## src/laa_pkg.sv

```systemverilog
package laa_pkg;

  localparam int ARENA_BYTES_DEF = 131072;
  localparam int MAX_ENTRIES_DEF = 32;

  localparam int SIZE_W   = 24;
  localparam int ADDR_W   = 18;
  localparam int TOTAL_W  = 29;
  localparam int LIVE_W   = 6;
  localparam int STATUS_W = 2;

  typedef enum logic [STATUS_W-1:0] {
    ST_OK       = 2'd0,
    ST_FULL     = 2'd1,
    ST_EMPTY    = 2'd2,
    ST_MISMATCH = 2'd3
  } status_t;

  typedef enum logic {
    KIND_ALLOC = 1'b0,
    KIND_FREE  = 1'b1
  } kind_t;

  typedef enum logic {
    CS_IDLE,
    CS_EXEC
  } ctl_state_t;

  typedef struct packed {
    logic capture;
    logic commit;
  } ctl_cmd_t;

  typedef struct packed {
    logic slot_free;
  } dp_sts_t;

endpackage

```

## src/laa_if.sv

```systemverilog
interface laa_in_if;
  logic                         valid;
  logic                         ready;
  logic                         kind;
  logic [laa_pkg::SIZE_W-1:0]   request_size;
  logic [laa_pkg::ADDR_W-1:0]   free_address;

  modport source (output valid, kind, request_size, free_address, input ready);
  modport sink   (input valid, kind, request_size, free_address, output ready);
endinterface

interface laa_out_if;
  logic                         valid;
  logic                         ready;
  logic [laa_pkg::STATUS_W-1:0] status;
  logic [laa_pkg::ADDR_W-1:0]   offset;
  logic                         used_fallback;
  logic [laa_pkg::SIZE_W-1:0]   entry_bytes;
  logic [laa_pkg::TOTAL_W-1:0]  current_total;
  logic [laa_pkg::TOTAL_W-1:0]  peak_total;
  logic [laa_pkg::LIVE_W-1:0]   live_entries;

  modport source (output valid, status, offset, used_fallback, entry_bytes,
                  current_total, peak_total, live_entries, input ready);
  modport sink   (input valid, status, offset, used_fallback, entry_bytes,
                  current_total, peak_total, live_entries, output ready);
endinterface

```

## src/laa_ctrl.sv

```systemverilog
module laa_ctrl (
  input  logic              clk,
  input  logic              rst_n,
  input  logic              in_valid,
  output logic              in_ready,
  input  laa_pkg::dp_sts_t  sts,
  output laa_pkg::ctl_cmd_t cmd
);

  laa_pkg::ctl_state_t state_r, state_nxt;

  always_ff @(posedge clk) begin
    if (!rst_n) begin
      state_r <= laa_pkg::CS_IDLE;
    end else begin
      state_r <= state_nxt;
    end
  end

  always_comb begin
    state_nxt   = state_r;
    in_ready    = 1'b0;
    cmd.capture = 1'b0;
    cmd.commit  = 1'b0;
    unique case (state_r)
      laa_pkg::CS_IDLE: begin
        in_ready = 1'b1;
        if (in_valid) begin
          cmd.capture = 1'b1;
          state_nxt   = laa_pkg::CS_EXEC;
        end
      end
      laa_pkg::CS_EXEC: begin
        if (sts.slot_free) begin
          cmd.commit = 1'b1;
          state_nxt  = laa_pkg::CS_IDLE;
        end
      end
      default: state_nxt = laa_pkg::CS_IDLE;
    endcase
  end

endmodule

```

## src/laa_dp.sv

```systemverilog
module laa_dp #(
  parameter int ARENA_BYTES = laa_pkg::ARENA_BYTES_DEF,
  parameter int MAX_ENTRIES = laa_pkg::MAX_ENTRIES_DEF
) (
  input  logic                          clk,
  input  logic                          rst_n,
  input  laa_pkg::ctl_cmd_t             cmd,
  output laa_pkg::dp_sts_t              sts,
  input  logic                          in_kind,
  input  logic [laa_pkg::SIZE_W-1:0]    in_size,
  input  logic [laa_pkg::ADDR_W-1:0]    in_addr,
  output logic                          out_valid,
  input  logic                          out_ready,
  output logic [laa_pkg::STATUS_W-1:0]  out_status,
  output logic [laa_pkg::ADDR_W-1:0]    out_offset,
  output logic                          out_fallback,
  output logic [laa_pkg::SIZE_W-1:0]    out_bytes,
  output logic [laa_pkg::TOTAL_W-1:0]   out_total,
  output logic [laa_pkg::TOTAL_W-1:0]   out_peak,
  output logic [laa_pkg::LIVE_W-1:0]    out_live
);

  localparam int IW = $clog2(ARENA_BYTES + 1);
  localparam int CW = $clog2(MAX_ENTRIES + 1);
  localparam int AW = $clog2(MAX_ENTRIES);
  localparam int DW = (IW > laa_pkg::SIZE_W) ? IW : laa_pkg::SIZE_W;
  localparam int SW = DW + 1;
  localparam int MW = laa_pkg::SIZE_W + 1;
  localparam int TW = laa_pkg::TOTAL_W;

  logic [MW-1:0] stack_mem [MAX_ENTRIES];
  logic [MW-1:0] rd_data_r;
  logic [AW-1:0] rd_addr;
  logic [CW-1:0] count_dec;

  logic                       kind_r;
  logic [laa_pkg::SIZE_W-1:0] size_r;
  logic [laa_pkg::ADDR_W-1:0] addr_r;

  logic [IW-1:0] arena_r, arena_nxt;
  logic [TW-1:0] total_r, total_nxt;
  logic [TW-1:0] peak_r, peak_nxt;
  logic [CW-1:0] count_r, count_nxt;

  logic                        out_valid_r;
  laa_pkg::status_t            status_r, status_nxt;
  logic [laa_pkg::ADDR_W-1:0]  offset_r, offset_nxt;
  logic                        fb_r, fb_nxt;
  logic [laa_pkg::SIZE_W-1:0]  bytes_r, bytes_nxt;

  logic                       full, empty, fits, addr_bad, push;
  logic [SW-1:0]              sum;
  logic [DW-1:0]              expect_off;
  logic [laa_pkg::SIZE_W-1:0] top_size;
  logic                       top_fb;
  logic [TW-1:0]              total_add;

  assign count_dec = count_r - CW'(1);
  assign rd_addr   = count_dec[AW-1:0];
  assign top_size  = rd_data_r[laa_pkg::SIZE_W-1:0];
  assign top_fb    = rd_data_r[laa_pkg::SIZE_W];

  always_ff @(posedge clk) begin
    rd_data_r <= stack_mem[rd_addr];
    if (push) begin
      stack_mem[count_r[AW-1:0]] <= {fb_nxt, size_r};
    end
  end

  always_ff @(posedge clk) begin
    if (cmd.capture) begin
      kind_r <= in_kind;
      size_r <= in_size;
      addr_r <= in_addr;
    end
  end

  assign full       = (count_r == CW'(MAX_ENTRIES));
  assign empty      = (count_r == '0);
  assign sum        = SW'(arena_r) + SW'(size_r);
  assign fits       = (sum <= SW'(ARENA_BYTES));
  assign expect_off = DW'(arena_r) - DW'(top_size);
  assign addr_bad   = (DW'(addr_r) != expect_off);
  assign total_add  = total_r + TW'(size_r);

  always_comb begin
    arena_nxt  = arena_r;
    total_nxt  = total_r;
    peak_nxt   = peak_r;
    count_nxt  = count_r;
    status_nxt = laa_pkg::ST_OK;
    offset_nxt = '0;
    fb_nxt     = 1'b0;
    bytes_nxt  = '0;
    push       = 1'b0;
    case (kind_r)
      laa_pkg::KIND_ALLOC: begin
        if (full) begin
          status_nxt = laa_pkg::ST_FULL;
        end else begin
          push      = cmd.commit;
          fb_nxt    = !fits;
          bytes_nxt = size_r;
          if (fits) begin
            offset_nxt = laa_pkg::ADDR_W'(arena_r);
            arena_nxt  = sum[IW-1:0];
          end
          count_nxt = count_r + CW'(1);
          total_nxt = total_add;
          peak_nxt  = (total_add > peak_r) ? total_add : peak_r;
        end
      end
      default: begin
        if (empty) begin
          status_nxt = laa_pkg::ST_EMPTY;
        end else if (!top_fb && addr_bad) begin
          status_nxt = laa_pkg::ST_MISMATCH;
        end else begin
          fb_nxt    = top_fb;
          bytes_nxt = top_size;
          if (!top_fb) begin
            arena_nxt = expect_off[IW-1:0];
          end
          count_nxt = count_dec;
          total_nxt = total_r - TW'(top_size);
        end
      end
    endcase
  end

  always_ff @(posedge clk) begin
    if (!rst_n) begin
      arena_r     <= '0;
      total_r     <= '0;
      peak_r      <= '0;
      count_r     <= '0;
      out_valid_r <= 1'b0;
    end else if (cmd.commit) begin
      arena_r     <= arena_nxt;
      total_r     <= total_nxt;
      peak_r      <= peak_nxt;
      count_r     <= count_nxt;
      out_valid_r <= 1'b1;
    end else if (out_ready) begin
      out_valid_r <= 1'b0;
    end
  end

  always_ff @(posedge clk) begin
    if (cmd.commit) begin
      status_r <= status_nxt;
      offset_r <= offset_nxt;
      fb_r     <= fb_nxt;
      bytes_r  <= bytes_nxt;
    end
  end

  assign sts.slot_free = !out_valid_r || out_ready;

  assign out_valid    = out_valid_r;
  assign out_status   = status_r;
  assign out_offset   = offset_r;
  assign out_fallback = fb_r;
  assign out_bytes    = bytes_r;
  assign out_total    = total_r;
  assign out_peak     = peak_r;
  assign out_live     = laa_pkg::LIVE_W'(count_r);

  a_count_bound: assert property (@(posedge clk) disable iff (!rst_n)
    count_r <= CW'(MAX_ENTRIES))
    else $error("entry count above stack depth");

  a_state_only_on_commit: assert property (@(posedge clk) disable iff (!rst_n)
    !cmd.commit |=> $stable(total_r) && $stable(count_r) && $stable(arena_r))
    else $error("allocator state moved without a commit");

  a_result_from_commit: assert property (@(posedge clk) disable iff (!rst_n)
    $rose(out_valid_r) |-> $past(cmd.commit))
    else $error("result raised without a commit");

  a_peak_covers_total: assert property (@(posedge clk) disable iff (!rst_n)
    cmd.commit && (status_nxt == laa_pkg::ST_OK) && (kind_r == laa_pkg::KIND_ALLOC)
    |=> peak_r >= total_r)
    else $error("peak below running total after allocate");

endmodule

```

## src/lifo_arena_allocator_core.sv

```systemverilog
// Flow: a request is captured into the input registers in the idle state; in the
// execute state its result is committed into the output registers once the output
// slot is free. Only one request is in flight: the next request is taken while a
// result waits, but not before the previous one commits.
// Reset: arena index, totals, peak and entry count clear to zero; the entry
// stack memory is not cleared and needs no clearing pass.
module lifo_arena_allocator_core #(
  parameter int ARENA_BYTES = laa_pkg::ARENA_BYTES_DEF,
  parameter int MAX_ENTRIES = laa_pkg::MAX_ENTRIES_DEF
) (
  input logic         clk,
  input logic         rst_n,
  laa_in_if.sink      in_chan,
  laa_out_if.source   out_chan
);

  laa_pkg::ctl_cmd_t cmd;
  laa_pkg::dp_sts_t  sts;

  laa_ctrl u_ctrl (
    .clk      (clk),
    .rst_n    (rst_n),
    .in_valid (in_chan.valid),
    .in_ready (in_chan.ready),
    .sts      (sts),
    .cmd      (cmd)
  );

  laa_dp #(
    .ARENA_BYTES (ARENA_BYTES),
    .MAX_ENTRIES (MAX_ENTRIES)
  ) u_dp (
    .clk          (clk),
    .rst_n        (rst_n),
    .cmd          (cmd),
    .sts          (sts),
    .in_kind      (in_chan.kind),
    .in_size      (in_chan.request_size),
    .in_addr      (in_chan.free_address),
    .out_valid    (out_chan.valid),
    .out_ready    (out_chan.ready),
    .out_status   (out_chan.status),
    .out_offset   (out_chan.offset),
    .out_fallback (out_chan.used_fallback),
    .out_bytes    (out_chan.entry_bytes),
    .out_total    (out_chan.current_total),
    .out_peak     (out_chan.peak_total),
    .out_live     (out_chan.live_entries)
  );

endmodule

```

## src/flat_wrapper.sv

```systemverilog
// flat-port wrapper written by rule: the top's interface ports become plain ports
module lifo_arena_allocator_core_flat 
#(
  parameter int ARENA_BYTES = laa_pkg::ARENA_BYTES_DEF,
  parameter int MAX_ENTRIES = laa_pkg::MAX_ENTRIES_DEF
)
  (clk, rst_n, in_chan_valid, in_chan_kind, in_chan_request_size, in_chan_free_address, in_chan_ready, out_chan_valid, out_chan_status, out_chan_offset, out_chan_used_fallback, out_chan_entry_bytes, out_chan_current_total, out_chan_peak_total, out_chan_live_entries, out_chan_ready);
  laa_in_if in_chan_i ();
  laa_out_if out_chan_i ();
  input logic clk;
  input logic rst_n;
  input wire logic [$bits(in_chan_i.valid)-1:0] in_chan_valid;
  input wire logic [$bits(in_chan_i.kind)-1:0] in_chan_kind;
  input wire logic [$bits(in_chan_i.request_size)-1:0] in_chan_request_size;
  input wire logic [$bits(in_chan_i.free_address)-1:0] in_chan_free_address;
  output wire logic [$bits(in_chan_i.ready)-1:0] in_chan_ready;
  output wire logic [$bits(out_chan_i.valid)-1:0] out_chan_valid;
  output wire logic [$bits(out_chan_i.status)-1:0] out_chan_status;
  output wire logic [$bits(out_chan_i.offset)-1:0] out_chan_offset;
  output wire logic [$bits(out_chan_i.used_fallback)-1:0] out_chan_used_fallback;
  output wire logic [$bits(out_chan_i.entry_bytes)-1:0] out_chan_entry_bytes;
  output wire logic [$bits(out_chan_i.current_total)-1:0] out_chan_current_total;
  output wire logic [$bits(out_chan_i.peak_total)-1:0] out_chan_peak_total;
  output wire logic [$bits(out_chan_i.live_entries)-1:0] out_chan_live_entries;
  input wire logic [$bits(out_chan_i.ready)-1:0] out_chan_ready;
  assign in_chan_i.valid = in_chan_valid;
  assign in_chan_i.kind = in_chan_kind;
  assign in_chan_i.request_size = in_chan_request_size;
  assign in_chan_i.free_address = in_chan_free_address;
  assign in_chan_ready = in_chan_i.ready;
  assign out_chan_valid = out_chan_i.valid;
  assign out_chan_status = out_chan_i.status;
  assign out_chan_offset = out_chan_i.offset;
  assign out_chan_used_fallback = out_chan_i.used_fallback;
  assign out_chan_entry_bytes = out_chan_i.entry_bytes;
  assign out_chan_current_total = out_chan_i.current_total;
  assign out_chan_peak_total = out_chan_i.peak_total;
  assign out_chan_live_entries = out_chan_i.live_entries;
  assign out_chan_i.ready = out_chan_ready;
  lifo_arena_allocator_core #(.ARENA_BYTES(ARENA_BYTES), .MAX_ENTRIES(MAX_ENTRIES)) u_core (.clk(clk), .rst_n(rst_n), .in_chan(in_chan_i), .out_chan(out_chan_i));
endmodule
```

## config.mk

```make
export PLATFORM = sky130hd
export DESIGN_NAME = lifo_arena_allocator_core_flat
export DESIGN_NICKNAME = d
export VERILOG_FILES = /design/src/laa_pkg.sv /design/src/laa_if.sv /design/src/laa_ctrl.sv /design/src/laa_dp.sv /design/src/lifo_arena_allocator_core.sv /design/src/flat_wrapper.sv
export SDC_FILE = /design/constraint.sdc
export NUM_CORES = 1
export LEC_CHECK = 0
export BUFFER_PORTS_ARGS = -buffer_cell sky130_fd_sc_hd__buf_2
export CAP_MARGIN = 20
export CORE_MARGIN = 2
export CORE_UTILIZATION = 55
export DETAILED_ROUTE_END_ITERATION = 16
export HOLD_SLACK_MARGIN = 0.08
export PLACE_DENSITY = 0.79
export SYNTH_ARGS = -nofsm -noshare
export SYNTH_HDL_FRONTEND = slang
export SYNTH_SLANG_ARGS = --single-unit
```

## constraint.sdc

```tcl
create_clock -name clk -period 5.95 [get_ports clk]
set_input_delay 0.2975 -clock clk [delete_from_list [all_inputs] [get_ports clk]]
set_output_delay 0.2975 -clock clk [all_outputs]
set_load 0.1 [all_outputs]
```

==> impl_results.md <==
* Outcome: finished clean
* Setup TNS at 0 ns
* Post-DRT Antenna Nets at 0
* Routed WL at 136000 um
* Later-pin clock latency in the skew report at roughly 0.70 ns
* Static leakage at 17.2 nW
* Mean Syn Cell Area at 16.2 um2
* Relative slew slack at 0.309
* Chip width at roughly 290 um
* DRT Pass-1 Iters at 6
* Die footprint at 82500 um2
* Total gr overflow at 0
* Met3 track demand over resource at 0.0737
* Routed via count at 27.9k
* Register area share after synthesis at 0.654
* CP startpoint kind: flop
* R2R depth at 21
* Worst-path clk slew at 0.07 ns
* Worst slack at placement at 0.237 ns
* FILL cells at 5313
* Met2 Use GR at 0.537
* Syn Inst Count at 2724
* Synth cell types at slightly below 90
* Critical-path cell list: ha_1 > inv_1 > fa_1 > nor2b_1 > o31a_1 > o41ai_1 > nor2_1 > a31oi_1 > o31ai_1 > o31ai_4 > a21oi_1 > xnor2_1 > inv_1 > ha_1 > nand2_1 > nor2_1 > nand4_1 > or4_1 > o311a_4 > and3b_1 > o21a_1
* WS Path Type: flop to flop
* Most Used Layer, Global Route: met2
* Ys async rst share at 0
* P&R area growth vs syn at 14.8%
* Max Slew Vio Count at 0
* Root Buffer: clkbuf_16
* Core Area at 79300 um2
* Worst path slowest cell: or4_1
* Post-route DRC at 0
* Crit path required time at 6.53 ns
* Hold EP: u_core.u_dp.out_total[19]
* Number of synthesized flops with an enable pin at 888
* CTS Buffer Depth at 3
* Crit end category: flop
* Ports at between 150 and 200
* Starting Density at 0.557
* CP peak stage delay at 0.59 ns
* Register bit count reported by yosys at ~1000
* Initial antenna violation count at 11
* Skew final at 0.0546 ns
* DR WL/cell at between 30 and 40 um
* Number of nets in the layout at around 3.2k
* Power Density at ~370 nW/um2
* Worst hold path depth at 4
* Largest net degree at the start of global routing at 119
* Critical Path AT at just over 6 ns
* Synth Flop Type: edfxtp_1
* Vias in the first global route at about 28k
* Syn nets at 2892
* Hold Path Class: input pin to flop
* Layout cell share with drive strength beyond 1 at 0.247
* Met1 global-route usage at 0.411
* Gp weighted congestion at 0.993
* RSZ-0062 raised after global routing: no
* H-tree depth at 3
* Final total power at 18.9 mW
* Tightest Pin Transition at 1.04 ns
* Final worst path period share at 0.919
* Reg2Reg Setup Slack at 0.48 ns
* Cts bufs inserted at 97
* GR Util All Layers at 0.330
* Die height at 287 um
* R2R Path End: u_core.u_dp.out_peak[24]
* Worst vdd ir at 385 uV
* CTS tree: built
* Tmin final at 5.47 ns
* IO buf count at 157
* CTS Sinks at 997
* Initial drt markers at about 3.7k
* First-pass GRT wire length at 192000 um
* Fmax at between 0.15 and 0.2 GHz
* Hold Vio Cnt, Final at 0
* Max cap viols at 0
* Final setup margin at around 0.48 ns
* Rows at 103
* Min-delay src: rst_n
* Final setup vio count at 0
* Hpwl dp at 81700 um
* Number of synthesis warnings at 0
* Reg-to-reg startpoint: u_core.u_dp.size_r[0]
* Detailed-route vias per instance at 6.75
* CP max FO at 35
* Post-Syn Area at 44100 um2
## stage by stage
step | std cells | util | instance area [um2] | hold slack (ns)
2_1_floorplan | 2724 | - | 44100 | 0.396
3_3_place_gp | 3898 | 0.591 | 46800 | 0.462
3_5_place_dp | 3898 | 0.591 | 46800 | 0.472
4_1_cts | 4127 | 0.638 | 50600 | 0.221
5_1_grt | 4134 | 0.639 | 50700 | 0.262
6_report | 4136 | 0.639 | 50700 | 0.250
## area by class of cell
| type | count | area [um2] | area share |
|---|---|---|---|
| antenna | 8 | 20.0 | 0.000395 |
| sequential | 997 | 28900 | 0.569 |
| tap | 1050 | 1310 | 0.0259 |
| clock inverter | 62 | 766 | 0.0151 |
| clock buffer | 122 | 2570 | 0.0508 |
| multi-input combinational | 1507 | 14700 | 0.290 |
| inverter | 93 | 349 | 0.00689 |
| timing repair buffer | 297 | 2110 | 0.0416 |
## state kept, by name, summed over array words and instances (netlist names)
name,flops
u_core.u_ctrl.state_r,1
u_core.u_dp.addr_r,18
u_core.u_dp.arena_r,18
u_core.u_dp.kind_r,1
u_core.u_dp.out_bytes,24
u_core.u_dp.out_fallback,1
u_core.u_dp.out_live,6
u_core.u_dp.out_offset,18
u_core.u_dp.out_peak,29
u_core.u_dp.out_status,2
u_core.u_dp.out_total,29
u_core.u_dp.out_valid,1
u_core.u_dp.rd_data_r,25
u_core.u_dp.size_r,24
u_core.u_dp.stack_mem,800
## worst max-delay path by stage
| stage | from | end |
|---|---|---|
| floorplan | u_core.u_dp.out_total[2] | u_core.u_dp.out_peak[10] |
| finish | u_core.u_dp.size_r[0] | u_core.u_dp.out_peak[24] |
| detailed placement | u_core.u_dp.size_r[0] | u_core.u_dp.out_peak[24] |
| global route | u_core.u_dp.size_r[0] | u_core.u_dp.out_peak[24] |
| global placement | u_core.u_dp.size_r[0] | u_core.u_dp.out_peak[24] |
| CTS | u_core.u_dp.size_r[0] | u_core.u_dp.out_peak[24] |
## worst max-delay path, delay by kind of cell, from the launching register on
kind | cells | cell delay [ns]
flip-flops | 1 | 0.40
buffers and inverters | 2 | 0.14
AND/OR/NAND/NOR | 7 | 1.45
AO/OA/AOI/OAI | 8 | 2.45
adder cells (fa/ha/maj) | 3 | 0.72
XOR/XNOR | 1 | 0.24
## cells by family (layout without fill, tap and decap cells)
logic type               Yosys count  after routing  share of synthesized area
flip-flops                       997            997                      0.654
AND/OR/NAND/NOR                  545            545                     0.0609
AO/OA/AOI/OAI                    433            433                     0.0671
multiplexers                     330            330                      0.147
buffers and inverters            220            574                     0.0201
adder cells (fa/ha/maj)          121            121                     0.0350
XOR/XNOR                          78             78                     0.0164
other                              0              8                          0
## layer usage
layer	routed length, um	vias to the layer above
li1	-	11400
met3	14100	456
met2	65900	1977
met1	47300	14100
met4	8940	4
met5	26	-
## synth_stat cells, types with 7 or more instances
library cell / count / area (um2)
a22o_1: 23 / 201
o21bai_1: 7 / 52.6
nor4_1: 8 / 50.1
o211ai_1: 13 / 97.6
dfxtp_1: 109 / 2180
edfxtp_1: 888 / 26700
clkbuf_1: 93 / 349
a21oi_1: 101 / 505
mux4_2: 250 / 5630
inv_1: 93 / 349
a31oi_1: 12 / 75.1
nand2b_1: 22 / 138
o21a_1: 16 / 120
o31ai_1: 10 / 75.1
and2_1: 28 / 175
ha_1: 117 / 1460
a21o_1: 37 / 278
or4_1: 7 / 52.6
o21ai_0: 88 / 440
nor2b_1: 20 / 125
mux2i_1: 50 / 500
a211oi_1: 30 / 225
mux2_2: 30 / 338
a311oi_1: 8 / 70.1
and3_1: 16 / 100
xnor2_1: 53 / 464
o22ai_1: 10 / 62.6
nor3_1: 59 / 295
buf_1: 18 / 67.6
nand3_1: 42 / 210
nand4_1: 18 / 113
nor2_1: 148 / 556
and4_1: 8 / 70.1
xor2_1: 22 / 193
or2_2: 11 / 68.8
nand2_1: 126 / 473
nand3b_1: 8 / 60.1
## what timing repair did
item / CTS / global route
endpoints found under the hold margin: 45 / 0
buffers inserted: 0 / 0
resized for setup: 0 / 2
endpoints found under the setup margin: 0 / 29
hold buffers: 45 / 0
## placed cells by master, fill, tap and decap left out, drive strengths merged, types with 30 or more instances in the layout
cell type | Yosys | final
mux2i | 50 | 50
edfxtp | 888 | 888
nor3 | 60 | 60
nand3 | 42 | 42
xnor2 | 53 | 53
ha | 117 | 117
a211oi | 31 | 31
o21ai | 95 | 95
dlygate4sd3 | 0 | 45
mux2 | 30 | 30
buf | 33 | 252
mux4 | 250 | 250
a21o | 37 | 37
a21oi | 102 | 102
clkbuf | 94 | 122
nand2 | 127 | 127
nor2 | 150 | 150
dfxtp | 109 | 109
inv | 93 | 96
clkinv | 0 | 40
## power by group
part / switching, mW / internal (mW)
sequential: 0.259 / 7.85
clock: 2.75 / 3.70
combinational: 2.79 / 1.57
(Power assumes the default switching activity.)
